--- config.mk ---
export PLATFORM = sky130hd
export DESIGN_NAME = rf_packet_crc_validator_unit
export DESIGN_NICKNAME = d
export VERILOG_FILES = /design/src/rtl/rfpcv_pkg.sv /design/src/rtl/rfpcv_in_stage.sv /design/src/rtl/rfpcv_checker.sv /design/src/rtl/rf_packet_crc_validator_unit.sv
export VERILOG_INCLUDE_DIRS = /design/src /design/src/rtl
export SDC_FILE = /design/constraint.sdc
export NUM_CORES = 1
export LEC_CHECK = 0
export ABC_AREA = 0
export BUFFER_PORTS_ARGS = -buffer_cell sky130_fd_sc_hd__buf_2
export CORE_MARGIN = 10
export CORE_UTILIZATION = 30
export CTS_BUF_LIST = sky130_fd_sc_hd__clkbuf_2
export DETAILED_ROUTE_END_ITERATION = 12
export PLACE_DENSITY = 0.54
export SLEW_MARGIN = 20
export SYNTH_ARGS = -nofsm -noshare
export SYNTH_HDL_FRONTEND = slang
export SYNTH_SLANG_ARGS = --single-unit
--- constraint.sdc ---
create_clock -name clk -period 4.7 [get_ports clk]
set_input_delay 0.705 -clock clk [delete_from_list [all_inputs] [get_ports clk]]
set_output_delay 0.705 -clock clk [all_outputs]
set_load 0.01 [all_outputs]
--- src/rtl/rf_packet_crc_validator_unit_assert.svh ---
// assertion macros for the packet crc validator
`ifndef RF_PACKET_CRC_VALIDATOR_UNIT_ASSERT_SVH
`define RF_PACKET_CRC_VALIDATOR_UNIT_ASSERT_SVH

// same-cycle implication, disabled during reset
`define RFPCV_ASSERT_NOW(label, ante, cons, msg) \
  label: assert property (@(posedge clk) disable iff (rst) (ante) |-> (cons)) \
    else $error(msg);

// next-cycle implication, disabled during reset
`define RFPCV_ASSERT_NEXT(label, ante, cons, msg) \
  label: assert property (@(posedge clk) disable iff (rst) (ante) |=> (cons)) \
    else $error(msg);

`endif

--- src/rtl/rfpcv_pkg.sv ---
// shared constants, types and the crc byte update for the packet crc validator
package rfpcv_pkg;

  localparam int PACKET_BYTES = 24;
  localparam int POS_W        = 5;
  localparam int CFG_IDX_W    = 2;

  localparam logic [POS_W-1:0] LAST_POS = POS_W'(PACKET_BYTES - 1);

  localparam logic [POS_W-1:0] POS_TYPE        = 5'd1;
  localparam logic [POS_W-1:0] POS_LEN         = 5'd2;
  localparam logic [POS_W-1:0] POS_HDR_CRC_END = 5'd5;
  localparam logic [POS_W-1:0] POS_SW_CRC_HI   = 5'd6;
  localparam logic [POS_W-1:0] POS_TY_CRC_HI   = 5'd7;
  localparam logic [POS_W-1:0] POS_PAYLOAD_BEG = 5'd9;

  localparam logic [7:0]  MSG_TYPE_1 = 8'h01;
  localparam logic [7:0]  MSG_TYPE_2 = 8'h02;
  localparam logic [7:0]  MSG_TYPE_4 = 8'h04;
  localparam logic [7:0]  MIN_TYPED_LEN = 8'd8;
  localparam logic [7:0]  MAX_LEN_EXCL  = 8'(PACKET_BYTES);
  localparam logic [4:0]  SWITCH_LEN    = 5'd7;

  localparam logic [15:0] CRC_POLY       = 16'h1021;
  localparam logic [7:0]  LEAD_RESET     = 8'h23;
  localparam logic [15:0] CRC_INIT_RESET = 16'h1D0F;

  localparam logic [CFG_IDX_W-1:0] CFG_LEAD_BYTE = 2'd0;
  localparam logic [CFG_IDX_W-1:0] CFG_CRC_INIT  = 2'd1;

  localparam logic [1:0] ST_OK       = 2'd0;
  localparam logic [1:0] ST_BAD_LEAD = 2'd1;
  localparam logic [1:0] ST_BAD_LEN  = 2'd2;
  localparam logic [1:0] ST_CRC_ERR  = 2'd3;

  typedef struct packed {
    logic [7:0] data_byte;
    logic       packet_start;
  } in_word_t;

  typedef struct packed {
    logic [15:0] computed_crc;
    logic [1:0]  status;
    logic        packet_kind;
    logic [4:0]  effective_length;
    logic        valid_res;
  } verdict_t;

  // msb-first crc-16 over one byte, no reflection
  function automatic logic [15:0] crc_add(input logic [15:0] crc, input logic [7:0] b);
    logic [15:0] c;
    c = crc ^ {b, 8'h00};
    for (int k = 0; k < 8; k++) begin
      c = c[15] ? ({c[14:0], 1'b0} ^ CRC_POLY) : {c[14:0], 1'b0};
    end
    return c;
  endfunction

endpackage

--- src/rtl/rfpcv_in_stage.sv ---
// input register stage holding one accepted byte word
module rfpcv_in_stage (
  input  logic              clk,
  input  logic              rst,
  input  logic              in_valid,
  output logic              in_ready,
  input  rfpcv_pkg::in_word_t in_word,
  output logic              held_valid,
  output rfpcv_pkg::in_word_t held_word,
  input  logic              take
);

  // no word is taken while reset is held
  assign in_ready = !rst && (!held_valid || take);

  always_ff @(posedge clk) begin
    if (rst) begin
      held_valid <= 1'b0;
    end else if (in_ready) begin
      held_valid <= in_valid;
    end
  end

  always_ff @(posedge clk) begin
    if (in_ready && in_valid) begin
      held_word <= in_word;
    end
  end

endmodule

--- src/rtl/rfpcv_checker.sv ---
// per-byte packet state, crc accumulation and verdict logic
module rfpcv_checker (
  input  logic                clk,
  input  logic                rst,
  input  logic                step,
  input  rfpcv_pkg::in_word_t word,
  input  logic [7:0]          lead_byte,
  input  logic [15:0]         crc_initial_value,
  output logic                last,
  output rfpcv_pkg::verdict_t verdict
);

  logic [rfpcv_pkg::POS_W-1:0] byte_position, byte_position_next;
  logic [15:0] running_crc, running_crc_next;
  logic        typed_message, typed_message_next;
  logic [7:0]  declared_length, declared_length_next;
  logic [15:0] received_crc, received_crc_next;
  logic        lead_ok, lead_ok_next;

  logic [rfpcv_pkg::POS_W-1:0] pos;
  logic [rfpcv_pkg::POS_W-1:0] crc_hi_pos;
  logic [7:0]  b;
  logic        in_crc;
  logic        bad_len;
  logic [1:0]  status;
  logic [4:0]  len;

  assign b   = word.data_byte;
  assign pos = word.packet_start ? '0 : byte_position;

  always_comb begin
    lead_ok_next         = lead_ok;
    running_crc_next     = running_crc;
    typed_message_next   = typed_message;
    declared_length_next = declared_length;
    received_crc_next    = received_crc;
    in_crc               = 1'b0;
    crc_hi_pos           = rfpcv_pkg::POS_SW_CRC_HI;
    if (pos == '0) begin
      lead_ok_next         = (b == lead_byte);
      running_crc_next     = crc_initial_value;
      typed_message_next   = 1'b0;
      declared_length_next = '0;
      received_crc_next    = '0;
    end else begin
      if (pos == rfpcv_pkg::POS_TYPE) begin
        typed_message_next = (b == rfpcv_pkg::MSG_TYPE_1) || (b == rfpcv_pkg::MSG_TYPE_2) ||
                             (b == rfpcv_pkg::MSG_TYPE_4);
      end
      if (pos == rfpcv_pkg::POS_LEN) begin
        declared_length_next = b;
      end
      in_crc = (pos <= rfpcv_pkg::POS_HDR_CRC_END) ||
               (typed_message_next && (pos >= rfpcv_pkg::POS_PAYLOAD_BEG) &&
                ({3'b000, pos} <= declared_length_next));
      if (in_crc) begin
        running_crc_next = rfpcv_pkg::crc_add(running_crc, b);
      end
      crc_hi_pos = typed_message_next ? rfpcv_pkg::POS_TY_CRC_HI : rfpcv_pkg::POS_SW_CRC_HI;
      if (pos == crc_hi_pos) begin
        received_crc_next = {b, 8'h00};
      end else if (pos == crc_hi_pos + 5'd1) begin
        received_crc_next = {received_crc[15:8], b};
      end
    end
  end

  assign last               = (pos == rfpcv_pkg::LAST_POS);
  assign byte_position_next = last ? '0 : pos + 5'd1;

  // lead byte first, then length, then crc
  assign bad_len = typed_message_next &&
                   ((declared_length_next < rfpcv_pkg::MIN_TYPED_LEN) ||
                    (declared_length_next >= rfpcv_pkg::MAX_LEN_EXCL));
  assign len = typed_message_next ? declared_length_next[4:0] : rfpcv_pkg::SWITCH_LEN;

  always_comb begin
    if (!lead_ok_next) begin
      status = rfpcv_pkg::ST_BAD_LEAD;
    end else if (bad_len) begin
      status = rfpcv_pkg::ST_BAD_LEN;
    end else if (running_crc_next != received_crc_next) begin
      status = rfpcv_pkg::ST_CRC_ERR;
    end else begin
      status = rfpcv_pkg::ST_OK;
    end
  end

  assign verdict.computed_crc     = running_crc_next;
  assign verdict.status           = status;
  assign verdict.packet_kind      = typed_message_next;
  assign verdict.valid_res        = (status == rfpcv_pkg::ST_OK);
  assign verdict.effective_length = (status == rfpcv_pkg::ST_OK) ? len : '0;

  always_ff @(posedge clk) begin
    if (rst) begin
      byte_position   <= '0;
      running_crc     <= rfpcv_pkg::CRC_INIT_RESET;
      typed_message   <= 1'b0;
      declared_length <= '0;
      received_crc    <= '0;
      lead_ok         <= 1'b0;
    end else if (step) begin
      byte_position   <= byte_position_next;
      running_crc     <= running_crc_next;
      typed_message   <= typed_message_next;
      declared_length <= declared_length_next;
      received_crc    <= received_crc_next;
      lead_ok         <= lead_ok_next;
    end
  end

endmodule

--- src/rtl/rf_packet_crc_validator_unit.sv ---
// top level of the radio packet crc-16 validator
// the last byte of a packet is held in the input register, then its verdict is loaded into the result register
// throughput: one byte word per cycle; a stalled verdict word holds back only the last byte
// of the next packet
// reset (rst, synchronous): byte position to zero, lead byte 0x23, crc initial value 0x1d0f,
// no word held in either register, both ready outputs low
module rf_packet_crc_validator_unit (
  input  logic        clk,
  input  logic        rst,
  input  logic        s_axis_tvalid,
  output logic        s_axis_tready,
  input  logic [7:0]  s_axis_tdata,   // data_byte
  input  logic        s_axis_tuser,   // packet_start
  output logic        m_axis_tvalid,
  input  logic        m_axis_tready,
  output logic [23:0] m_axis_tdata,   // valid_res, effective_length[4:0], status[1:0],
                                      // computed_crc[15:0]
  output logic        m_axis_tuser,   // packet_kind
  input  logic        cfg_valid,
  output logic        cfg_ready,
  input  logic [rfpcv_pkg::CFG_IDX_W-1:0] cfg_index,
  input  logic [15:0] cfg_data
);

  `include "rf_packet_crc_validator_unit_assert.svh"

  logic [7:0]  lead_byte;
  logic [15:0] crc_initial_value;

  rfpcv_pkg::in_word_t in_word, held_word;
  rfpcv_pkg::verdict_t verdict, out_word;
  logic held_valid;
  logic step;
  logic last;

  assign cfg_ready = !rst;

  always_ff @(posedge clk) begin
    if (rst) begin
      lead_byte         <= rfpcv_pkg::LEAD_RESET;
      crc_initial_value <= rfpcv_pkg::CRC_INIT_RESET;
    end else if (cfg_valid && cfg_ready) begin
      case (cfg_index)
        rfpcv_pkg::CFG_LEAD_BYTE: lead_byte         <= cfg_data[7:0];
        rfpcv_pkg::CFG_CRC_INIT:  crc_initial_value <= cfg_data;
        default: ;
      endcase
    end
  end

  assign in_word.data_byte    = s_axis_tdata;
  assign in_word.packet_start = s_axis_tuser;

  // only a last byte has to wait for the result register to be free or draining
  assign step = held_valid && (!last || !m_axis_tvalid || m_axis_tready);

  rfpcv_in_stage u_in_stage (
    .clk        (clk),
    .rst        (rst),
    .in_valid   (s_axis_tvalid),
    .in_ready   (s_axis_tready),
    .in_word    (in_word),
    .held_valid (held_valid),
    .held_word  (held_word),
    .take       (step)
  );

  rfpcv_checker u_checker (
    .clk               (clk),
    .rst               (rst),
    .step              (step),
    .word              (held_word),
    .lead_byte         (lead_byte),
    .crc_initial_value (crc_initial_value),
    .last              (last),
    .verdict           (verdict)
  );

  always_ff @(posedge clk) begin
    if (rst) begin
      m_axis_tvalid <= 1'b0;
    end else if (!m_axis_tvalid || m_axis_tready) begin
      m_axis_tvalid <= step && last;
    end
  end

  always_ff @(posedge clk) begin
    if (step && last) begin
      out_word <= verdict;
    end
  end

  assign m_axis_tdata = {out_word.computed_crc, out_word.status, out_word.effective_length,
                         out_word.valid_res};
  assign m_axis_tuser = out_word.packet_kind;

  `RFPCV_ASSERT_NEXT(a_last_gives_verdict, step && last, m_axis_tvalid,
    "last byte of a packet did not load a verdict word")
  `RFPCV_ASSERT_NEXT(a_held_word_kept, held_valid && !step, held_valid,
    "input register dropped a word that was not processed")
  `RFPCV_ASSERT_NOW(a_ok_switch_len,
    m_axis_tvalid && !out_word.packet_kind && (out_word.status == rfpcv_pkg::ST_OK),
    out_word.effective_length == rfpcv_pkg::SWITCH_LEN,
    "valid switch packet reported a length other than seven")
  `RFPCV_ASSERT_NOW(a_bad_len_typed_only,
    m_axis_tvalid && (out_word.status == rfpcv_pkg::ST_BAD_LEN),
    out_word.packet_kind && (out_word.effective_length == 5'd0),
    "bad length reported for a switch packet or with a length")

endmodule

==> reports/metrics.csv, run 1 <==
metric,value,unit
grt.overflow.total,0,
cts_made_buffers,9,
run_status,"finished, final reports clean",
synthXorXnorAreaFrac,0.0562,
grt_start_max_net_pins,40,
synth_simple_gate_area_frac,0.200,
place_hpwl,13300,um
drt-pass1-iter-count,4,
worst_ep_arrival_time,4.90,ns
setup_tns,0,ns
finalSetupViolations,0,
start_util,0.306,
synth_area,0.00576,mm2
grt_pass1_vias,4877,
area_growth,18.6,%
avgViaCountPerCell,5.06,
gp_congestion,0.912,
finalCritPeriodShare,0.948,
critPathRequiredTime,5.15,ns
die_h,159,um
synthMuxAreaShare,0.0936,
synth.avg_cell_area,9.05,um2
die_w,159,um
crit_type,reg2reg,
synth_top_family_by_area,simple AND/OR/NAND/NOR gates,
cp_slowest_cell,or4_4,
syn_nets,678,
finClkSkew,0.0284,ns
coreArea,0.0188,mm2
pwr_density_cell,249,mW/mm2
yosys.area_share.adder,0.0195,
clk_latency,0.65,ns
crit_chain,nor2b_2 > inv_1 > ha_1 > o21ai_4 > mux2i_2 > ha_1 > a211oi_2 > a21oi_1 > a221o_2 > buf_4 > a32oi_1 > o31a_1 > mux2i_2 > nand2_1 > or4_4 > o31a_1,
fmax,0.224,GHz
worst_pin_slew,1.11,ns
layout-drive-gt1-share,0.235,
relSlewSlack,0.258,
end_kind,register,
synth-seq-cells,107,
nNetsFinal,756,
floorplan.io_pins,60,
ys.flop_type,dfxtp_1,
num_rows,50,
cap_violations,0,
slew_viol_final,0,
vias,4961,
cp_num_buf_inv,2,
wl_per_cell,18.2,um
syn_inst,637,
postCtsHoldBufs,0,
grt_pass1_wl,27800,um
startpoint_type,register,
crit_family,compound AO/OA/AOI/OAI gates,
io_buffer_count,59,
critPathMaxFanout,8,
hp-class,in2reg,
yosysUniqueCellTypes,65,
drt-total-wl,17800,um
final_antenna_net_count,0,
clkSinkCount,107,
grt_usage,0.142,
ir_worst_vdd,130,uV
clockRootBuffer,clkbuf_2,
synth_edf_count,34,
ys_seq_area_frac,0.431,
clockBufferDepth,2,
cts_tree,built,
yosys_warnings,0,
finalCriticalPeriod,4.46,ns
die-area,0.0252,mm2
cpPeakStageDelay,0.64,ns
h-tree-depth,3,
synth_compound_area_frac,0.163,
drcViolationCount,0,
hold_violations,0,
first_iter_violations,381,
p_leak,2.52,nW
cts.clk_slew.worst_paths,0.28,ns
layout.cells.non_filler,981,
ys_async_sr_fraction,0,
dp_cells,962,
antenna_found_initial,1,
[cells in the final DEF, fill, tap and decap left out, types with 8 or more instances in the layout]
cell	n
nand2_1	70
mux2i_1	39
nor2b_1	8
nand3_1	11
nor3_1	20
a211oi_1	11
edfxtp_1	34
and2_1	8
xor2_1	8
clkbuf_2	9
buf_4	48
xnor2_1	29
ha_1	9
a21oi_1	40
nor2_1	76
dfxtp_1	73
a22oi_1	13
inv_1	13
o21ai_0	17
buf_2	59
[synth_stat cells (6+ instances only)]
master	instances	share of area
and3_1	7	0.0076
xnor2_1	29	0.044
nand2_1	71	0.046
ha_1	9	0.020
clkbuf_1	34	0.022
inv_1	13	0.0085
and2_1	8	0.0087
nor3_1	22	0.019
a21oi_1	41	0.036
xor2_1	8	0.012
nor2b_1	9	0.0098
nand3_1	11	0.0096
mux2i_1	42	0.073
nand4_1	6	0.0065
o21ai_0	18	0.016
nor2_1	76	0.049
a22oi_1	13	0.017
dfxtp_1	73	0.25
o211ai_1	6	0.0078
edfxtp_1	34	0.18
mux2_2	8	0.016
a211oi_1	12	0.016
or3_1	6	0.0065
[through the flow]
stage / power, W / instance area [um2] / setup slack (ns) / util / hold WS (ns)
final: 0.00171 / 6840 / 0.243 / 0.363 / 0.212
after global routing: 0.00178 / 6840 / -0.00474 / 0.363 / 0.176
after CTS: 0.00171 / 6700 / 0.0694 / 0.356 / 0.171
after detailed placement: 0.00131 / 6610 / 0.00762 / 0.351 / 0.451
after global placement: 0.00131 / 6610 / 0.0633 / 0.351 / 0.448
after floorplan: 0.00120 / 5770 / 0.0297 / - / 0.428
[cell type report]
cell class / count / area [um2]
timing repair buffer: 109 / 678
multi-input combinational: 475 / 3210
clock buffer: 9 / 45.0
clock inverter: 7 / 42.5
tap: 260 / 325
sequential: 107 / 2480
inverter: 13 / 48.8
fill: 1967 / 12000
antenna: 1 / 2.50
[metal layers]
layer | part of all wire | vias up | global-route usage
met5 | 0 | - | 0
met4 | 0.023 | 0 | 0.0543
met3 | 0.047 | 29 | 0.0237
met2 | 0.42 | 129 | 0.204
met1 | 0.51 | 2363 | 0.206
li1 | - | 2440 | -
[cell families after synthesis]
group | Yosys count
compound gates | 135
xor+xnor | 37
fa+ha+maj | 9
buf+inv | 55
flops | 107
mux | 52
simple gates | 242
[worst paths after layout]
check | from | endpoint | slack (ns) | cells after the start
worst min-delay path | s_axis_tdata[5] | u_in_stage.held_word[6] | 0.21 | 1
worst min register to register | u_checker.received_crc[12] | u_checker.received_crc[12] | 0.48 | 2
worst max-delay path | u_in_stage.held_word[0] | m_axis_tdata[7] | 0.24 | 16
worst max register to register | u_in_stage.held_word[0] | m_axis_tdata[7] | 0.24 | 16
[power breakdown]
group,switching (W),internal [W]
combinational,0.000185,0.000125
clock,0.000325,0.0000701
sequential,0.0000238,0.000977
total,0.000534,0.00117
[sequential cells by signal (all words and copies together) (netlist names), 5 cells and up]
signal / count
u_checker.received_crc: 16
u_checker.running_crc: 16
u_checker.byte_position: 5
u_in_stage.held_word: 9
m_axis_tdata: 24
lead_byte: 8
u_checker.declared_length: 8
crc_initial_value: 16
[timing repair]
action                                  4_1_cts  5_1_grt
resized for setup                             1       24
cloned                                        0        0
pin swaps                                     0        6
endpoints found under the setup margin        6        8
setup buffers                                 0        2
endpoints found under the hold margin         0        0
Power figures use the tool's default switching activity.
==> run 2: changes to the inputs <==
Settings changed: PLACE_DENSITY 0.54 to 0.56.
==> run 2 against run 1 <==
Fmax decreased by 2.3%. Total power rose by 2.4%. Worst setup slack worse by 0.10 ns. Clock power up 12%. Final cell count fell by 0.51%. Non-clock buffer count shrank 5. Die area stayed put. Via count is 0.32% higher. Hold slack gained 0.0069 ns. Clock skew down 0.0014 ns.
==> reports/metrics.csv, run 2 (synthesis gave the netlist of run 1 again) <==
metric,value,unit,change
postPlaceCellArea,0.00659,mm2,was 0.00661 mm2
finalCriticalPeriod,4.56,ns,was 4.46 ns
cp_slowest_cell,or4_4,,unchanged
holdCritStartpoint,s_axis_tdata[5],,unchanged
grt_start_max_net_pins,46,,was 40
finClkSkew,0.0270,ns,was 0.0284 ns
stdcell_area,0.00679,mm2,was 0.00684 mm2
comb_power_share,0.174,,was 0.182
postCtsHoldBufs,0,,unchanged
drt-pass1-iter-count,5,,was 4
clockRootBuffer,clkbuf_2,,unchanged
largest_register_ffs,24,,unchanged
p_sw,0.000521,W,was 0.000534 W
h-tree-depth,3,,unchanged
clkSinkCount,107,,unchanged
end_kind,register,,unchanged
pre_cts_ws,-0.0179,ns,was 0.00762 ns
antenna_found_initial,1,,unchanged
relSlewSlack,0.337,,was 0.258
area_growth,17.8,%,was 18.6%
grt.overflow.total,0,,unchanged
grt_usage,0.138,,was 0.142
place_hpwl,13200,um,was 13300 um
p_seq_frac,0.573,,was 0.587
final_cell_mix,"nor2_1, dfxtp_1, nand2_1",,unchanged
run_status,"finished, final reports clean",,unchanged
cts.clk_slew.worst_paths,0.28,ns,about the same
critPathRequiredTime,5.16,ns,was 5.15 ns
slew_viol_final,0,,unchanged
pwr_density_cell,257,mW/mm2,was 249 mW/mm2
cpPeakStageDelay,0.57,ns,was 0.64 ns
crit_chain,buf_4 > nor2b_2 > ha_2 > o21ai_4 > nor2_2 > a21oi_2 > ha_1 > nor2b_1 > o211ai_1 > a21oi_1 > a221o_1 > buf_4 > a32oi_1 > o31a_1 > mux2i_2 > nand2_1 > or4_4 > nor4_1,,was nor2b_2 > inv_1 > ha_1 > o21ai_4 > mux2i_2 > ha_1 > a211oi_2 > a21oi_1 > a221o_2 > buf_4 > a32oi_1 > o31a_1 > mux2i_2 > nand2_1 > or4_4 > o31a_1
vias,4977,,was 4961
worst_r2r_path_depth,18,,was 16
num_rows,50,,unchanged
floorplan.io_pins,60,,unchanged
hp-class,in2reg,,unchanged
avgViaCountPerCell,5.10,,was 5.06
finalCritPeriodShare,0.970,,was 0.948
reg2reg_setup_slack,0.14,ns,was 0.24 ns
worst_pin_slew,0.986,ns,was 1.11 ns
grt_pass1_wl,26900,um,was 27800 um
hold_violations,0,,unchanged
internal_power,0.00123,W,was 0.00117 W
io_buffer_count,59,,unchanged
critPathMaxFanout,13,,was 8
coreArea,0.0188,mm2,unchanged
drt-total-wl,17600,um,was 17800 um
first_iter_violations,504,,was 381
final_common_cell,nor2_1,,unchanged
die_h,159,um,unchanged
fillers,1957,,was 1967
cts_made_buffers,9,,unchanged
rsz0062_at_grt,yes,,
final_antenna_net_count,0,,unchanged
cts_tree,built,,unchanged
ir_worst_vdd,105,uV,was 130 uV
clk_latency,0.64,ns,was 0.65 ns
start_util,0.306,,unchanged
r2r_start,u_in_stage.held_word[0],,unchanged
p_leak,2.50,nW,was 2.52 nW
cpMostUsedCell,buf_4,,
finalSetupViolations,0,,unchanged
drcViolationCount,0,,unchanged
layout-drive-gt1-share,0.224,,was 0.235
grt_pass1_vias,4654,,was 4877
cap_violations,0,,unchanged
crit_type,reg2reg,,unchanged
layout_setup_ws,0.139,ns,was 0.243 ns
die-area,0.0252,mm2,unchanged
worst_ep_arrival_time,5.02,ns,was 4.90 ns
die_w,159,um,unchanged
min_to,u_in_stage.held_word[6],,unchanged
total_power,0.00175,W,was 0.00171 W
fin_util,0.361,,was 0.363
clockPowerShare,0.253,,was 0.232
gp_congestion,0.963,,was 0.912
switching_share,0.298,,was 0.313
fmax,0.219,GHz,was 0.224 GHz
clockBufferDepth,2,,unchanged
wl_per_cell,18.0,um,was 18.2 um
nNetsFinal,751,,was 756
startpoint_type,register,,unchanged
holdPathStages,1,,unchanged
r2r_end,m_axis_tdata[1],,was m_axis_tdata[7]
[run 2: per-layer routing]
layer / wire length (um) / track usage / up-vias
met5: 0 / 0 / -
met4: 333 / 0.0485 / 0
met3: 1010 / 0.0216 / 23
met2: 7320 / 0.199 / 153
met1: 8910 / 0.203 / 2363
li1: - / - / 2438
[run 2: power groups by stage]
stage | sequential, W | clock, W | combinational [W]
floorplan | 0.00100 | 0 | 0.000200
global placement | 0.00102 | 0 | 0.000295
detailed placement | 0.00102 | 0 | 0.000293
CTS | 0.00100 | 0.000467 | 0.000296
global route | 0.00100 | 0.000504 | 0.000330
finish | 0.00100 | 0.000441 | 0.000304
[run 2: area by class of cell]
type                    instances  area, um2  share of cell area
flip-flops and latches        107       2480               0.366
clock inverters                 6       62.6             0.00921
multi-input cells             475       3190               0.469
well taps                     260        325              0.0479
clock buffers                  10       50.0             0.00737
inverters                      13       48.8             0.00718
repair buffers                104        633              0.0932
diodes                          1       2.50            0.000368
[run 2: worst max-delay path, delay by kind of cell, from the launching register on]
kind,cells,cell delay [ns]
and+or+nand+nor,6,1.42
AOI/OAI and AO/OA,7,1.27
muxes,1,0.31
buffers and inverters,2,0.40
DFF,1,0.45
adders and majority gates,2,0.51
[run 2: repair_timing]
item / CTS / global route
setup endpoints to repair: 6 / 8
setup buffers: 0 / 0
pin swaps: 0 / 3
gates resized for setup: 3 / 15
[run 2: worst max-delay path by stage]
stage	to	cells after the start	slack, ns	startpoint
finish	m_axis_tdata[1]	18	0.14	u_in_stage.held_word[0]
global route	m_axis_tdata[2]	18	-0.04	u_in_stage.held_word[0]
floorplan	m_axis_tdata[7]	16	0.03	u_in_stage.held_word[0]
detailed placement	m_axis_tdata[5]	17	-0.02	u_in_stage.held_word[0]
global placement	m_axis_tdata[1]	17	0.002	u_in_stage.held_word[0]
CTS	m_axis_tdata[5]	17	0.03	u_in_stage.held_word[0]
[run 2: through the flow]
| step | instances | hold slack, ns | TNS [ns] |
|---|---|---|---|
| 6_report | 976 | 0.219 | 0 |
| 5_1_grt | 976 | 0.151 | -0.0695 |
| 4_1_cts | 975 | 0.153 | 0 |
| 3_5_place_dp | 959 | 0.444 | -0.0223 |
| 3_3_place_gp | 959 | 0.444 | 0 |
| 2_1_floorplan | 637 | 0.428 | 0 |
==> run 3: changes to the inputs <==
Settings changed: ABC_AREA 0 to 1.
==> run 3 against run 2 <==
Total power up 1.9%. Fmax grew 9.1%. Count of clock-buffer cells in the layout up 1. Combinational power is 23% higher. Design area down 4.8%. Synthesized cell count increased by 24%. Hold slack gained 0.0075 ns. Register-to-register slack improved by 0.38 ns. Synthesized area up 2.1%. Worst setup slack improved by 0.38 ns. Via count rose by 4.5%.
==> reports/metrics.csv, run 3 <==
metric,value,unit,change
drcViolationCount,0,,unchanged
startpoint_type,register,,unchanged
fmax,0.239,GHz,was 0.219 GHz
drt-total-wl,16900,um,was 17600 um
hold_violations,0,,unchanged
postCtsHoldBufs,0,,unchanged
grt_pass1_wl,26500,um,was 26900 um
vias,5203,,was 4977
end_kind,register,,unchanged
synth_edf_count,34,,unchanged
run_status,"finished, final reports clean",,unchanged
drt-pass1-iter-count,6,,was 5
antenna_found_initial,1,,unchanged
setup_tns,0,ns,unchanged
clockBufferDepth,2,,unchanged
synth_common_cells,"nand2_1, inv_1, nand3_1, nor2_1, dfxtp_1",,"was nor2_1, dfxtp_1, nand2_1, mux2i_1, a21oi_1"
final_common_cell,nand2_1,,was nor2_1
ir_worst_vdd,131,uV,was 105 uV
h-tree-depth,3,,unchanged
post_cts_buffers,0,,unchanged
fillers,2156,,was 1957
area_growth,9.88,%,was 17.8%
fin_util,0.333,,was 0.361
die-area,0.0256,mm2,was 0.0252 mm2
clk_latency,0.64,ns,about the same
ys_async_sr_fraction,0,,unchanged
place_hpwl,12400,um,was 13200 um
rsz0062_at_grt,no,,was yes
reg2reg_setup_slack,0.52,ns,was 0.14 ns
cts_made_buffers,9,,unchanged
first_iter_violations,326,,was 504
die_w,160,um,was 159 um
clockRootBuffer,clkbuf_2,,unchanged
yosysUniqueCellTypes,37,,was 65
cts_tree,built,,unchanged
critPathRequiredTime,5.15,ns,was 5.16 ns
pwr_density_cell,275,mW/mm2,was 257 mW/mm2
finalSetupViolations,0,,unchanged
cpMostUsedCell,nand2_1,,was buf_4
cts.clk_slew.worst_paths,0.27,ns,was 0.28 ns
finalCriticalPeriod,4.18,ns,was 4.56 ns
nNetsFinal,883,,was 751
crit_type,reg2reg,,unchanged
start_util,0.303,,was 0.306
ys.flop_type,dfxtp_1,,unchanged
cp_num_buf_inv,5,,was 2
num_rows,51,,was 50
holdCritStartpoint,s_axis_tdata[1],,was s_axis_tdata[5]
hp-class,in2reg,,unchanged
cap_violations,0,,unchanged
crit_family,simple AND/OR/NAND/NOR gates,,unchanged
worst_ep_arrival_time,4.63,ns,was 5.02 ns
io_buffer_count,59,,unchanged
cp_slowest_cell,edfxtp_1,,was or4_4
layout-drive-gt1-share,0.157,,was 0.224
ys_seq_area_frac,0.422,,was 0.431
synth_top_cells_by_area,"dfxtp_1, edfxtp_1, nand2_1, nand3_1, inv_1",,"was dfxtp_1, edfxtp_1, mux2i_1, nor2_1, nand2_1"
r2r_start,u_in_stage.held_word[0],,unchanged
layout.cells.non_filler,1114,,was 976
relSlewSlack,0.445,,was 0.337
syn_nets,834,,was 678
yosys.area.top_type,dfxtp_1,,unchanged
final_antenna_net_count,0,,unchanged
cpPeakStageDelay,0.43,ns,was 0.57 ns
die_h,160,um,was 159 um
wl_per_cell,15.1,um,was 18.0 um
grt.overflow.total,0,,unchanged
synth.avg_cell_area,7.42,um2,was 9.05 um2
yosysTopAreaCellShare,0.248,,was 0.254
worst_pin_slew,0.832,ns,was 0.986 ns
avgViaCountPerCell,4.67,,was 5.10
final_cell_mix,"nand2_1, inv_1, nand3_1",,"was nor2_1, dfxtp_1, nand2_1"
yosysMostFrequentCell,nand2_1,,was nor2_1
gp_congestion,0.914,,was 0.963
grt_start_max_net_pins,55,,was 46
startpoint,u_in_stage.held_word[0],,unchanged
floorplan.io_pins,60,,unchanged
critPathMaxFanout,19,,was 13
yosys_warnings,0,,unchanged
largest_register_ffs,24,,unchanged
syn_inst,793,,was 637
finalCritPeriodShare,0.889,,was 0.970
slew_viol_final,0,,unchanged
coreArea,0.0194,mm2,was 0.0188 mm2
clkSinkCount,107,,unchanged
synth-seq-cells,107,,unchanged
grt_usage,0.129,,was 0.138
finClkSkew,0.0277,ns,was 0.0270 ns
grt_pass1_vias,4827,,was 4654
p_leak,2.94,nW,was 2.50 nW
dp_cells,1096,,was 959
synth_area,0.00589,mm2,was 0.00576 mm2
==> run 3: cell types whose count changed after synthesis, moves of 18 or more <==
cell     change
nand2_1    +111
nand3_1     +77
nor3_1      -18
mux2i_1     -42
o21ai_0     +35
inv_1       +82
==> run 3: cells by family (layout without fill, tap and decap cells) <==
family	Yosys count	in the layout	share of synthesized area
and+or+nand+nor	398	398	0.306
buffers and inverters	132	186	0.102
AOI/OAI and AO/OA	119	119	0.110
DFF	107	107	0.422
xor gates and xnor gates	28	28	0.0417
adders and majority gates	9	9	0.0191
other	0	2	0
==> run 3: worst reg2reg max path, delay by kind of cell (launching register included) <==
kind / cells / cell delay [ns]
compound gates: 3 / 0.53
fa+ha+maj: 2 / 0.46
buf+inv: 5 / 0.47
flops: 1 / 0.43
simple gates: 20 / 2.11
==> run 3: worst paths after layout <==
check,depth (start not counted),end
max,30,m_axis_tdata[7]
min,1,u_in_stage.held_word[2]
max reg2reg,30,m_axis_tdata[7]
min reg2reg,2,u_checker.declared_length[1]
==> run 3: layer usage <==
layer / vias to the layer above / GRT usage / share of wire
met4: 0 / 0.0467 / 0.017
met3: 19 / 0.0249 / 0.059
li1: 2673 / - / -
met2: 167 / 0.190 / 0.42
met1: 2344 / 0.183 / 0.51
met5: - / 0 / 0
==> run 3: power by group <==
| part | internal (W) | leakage, nW | total (W) | switching, W |
|---|---|---|---|---|
| combinational | 0.000128 | 1.99 | 0.000373 | 0.000244 |
| clock | 0.0000708 | 0.0577 | 0.000382 | 0.000311 |
| sequential | 0.000994 | 0.892 | 0.00102 | 0.0000302 |
==> run 3: what timing repair did <==
item                                    4_1_cts  5_1_grt
gates resized for setup                       0        2
hold endpoints to repair                      0        0
endpoints found under the setup margin        0        6
==> run 3: stage by stage <==
| stage | power [W] | hold WS [ns] | area [um2] | worst slack, ns |
|---|---|---|---|---|
| floorplan | 0.00131 | 0.434 | 5890 | 1.16 |
| global placement | 0.00141 | 0.454 | 6370 | 0.611 |
| detailed placement | 0.00141 | 0.457 | 6370 | 0.512 |
| CTS | 0.00179 | 0.163 | 6450 | 0.505 |
| global route | 0.00188 | 0.159 | 6470 | 0.0316 |
| finish | 0.00178 | 0.226 | 6470 | 0.521 |
==> run 3: cell type report <==
cell class | instances | area, um2 | share of cell area
diodes | 2 | 5.00 | 0.000774
clock buffers | 11 | 55.1 | 0.00851
clock inverters | 5 | 30.0 | 0.00464
inverters | 101 | 379 | 0.0586
multi-input cells | 554 | 2820 | 0.435
flip-flops and latches | 107 | 2480 | 0.384
well taps | 265 | 332 | 0.0513
repair buffers | 69 | 370 | 0.0573
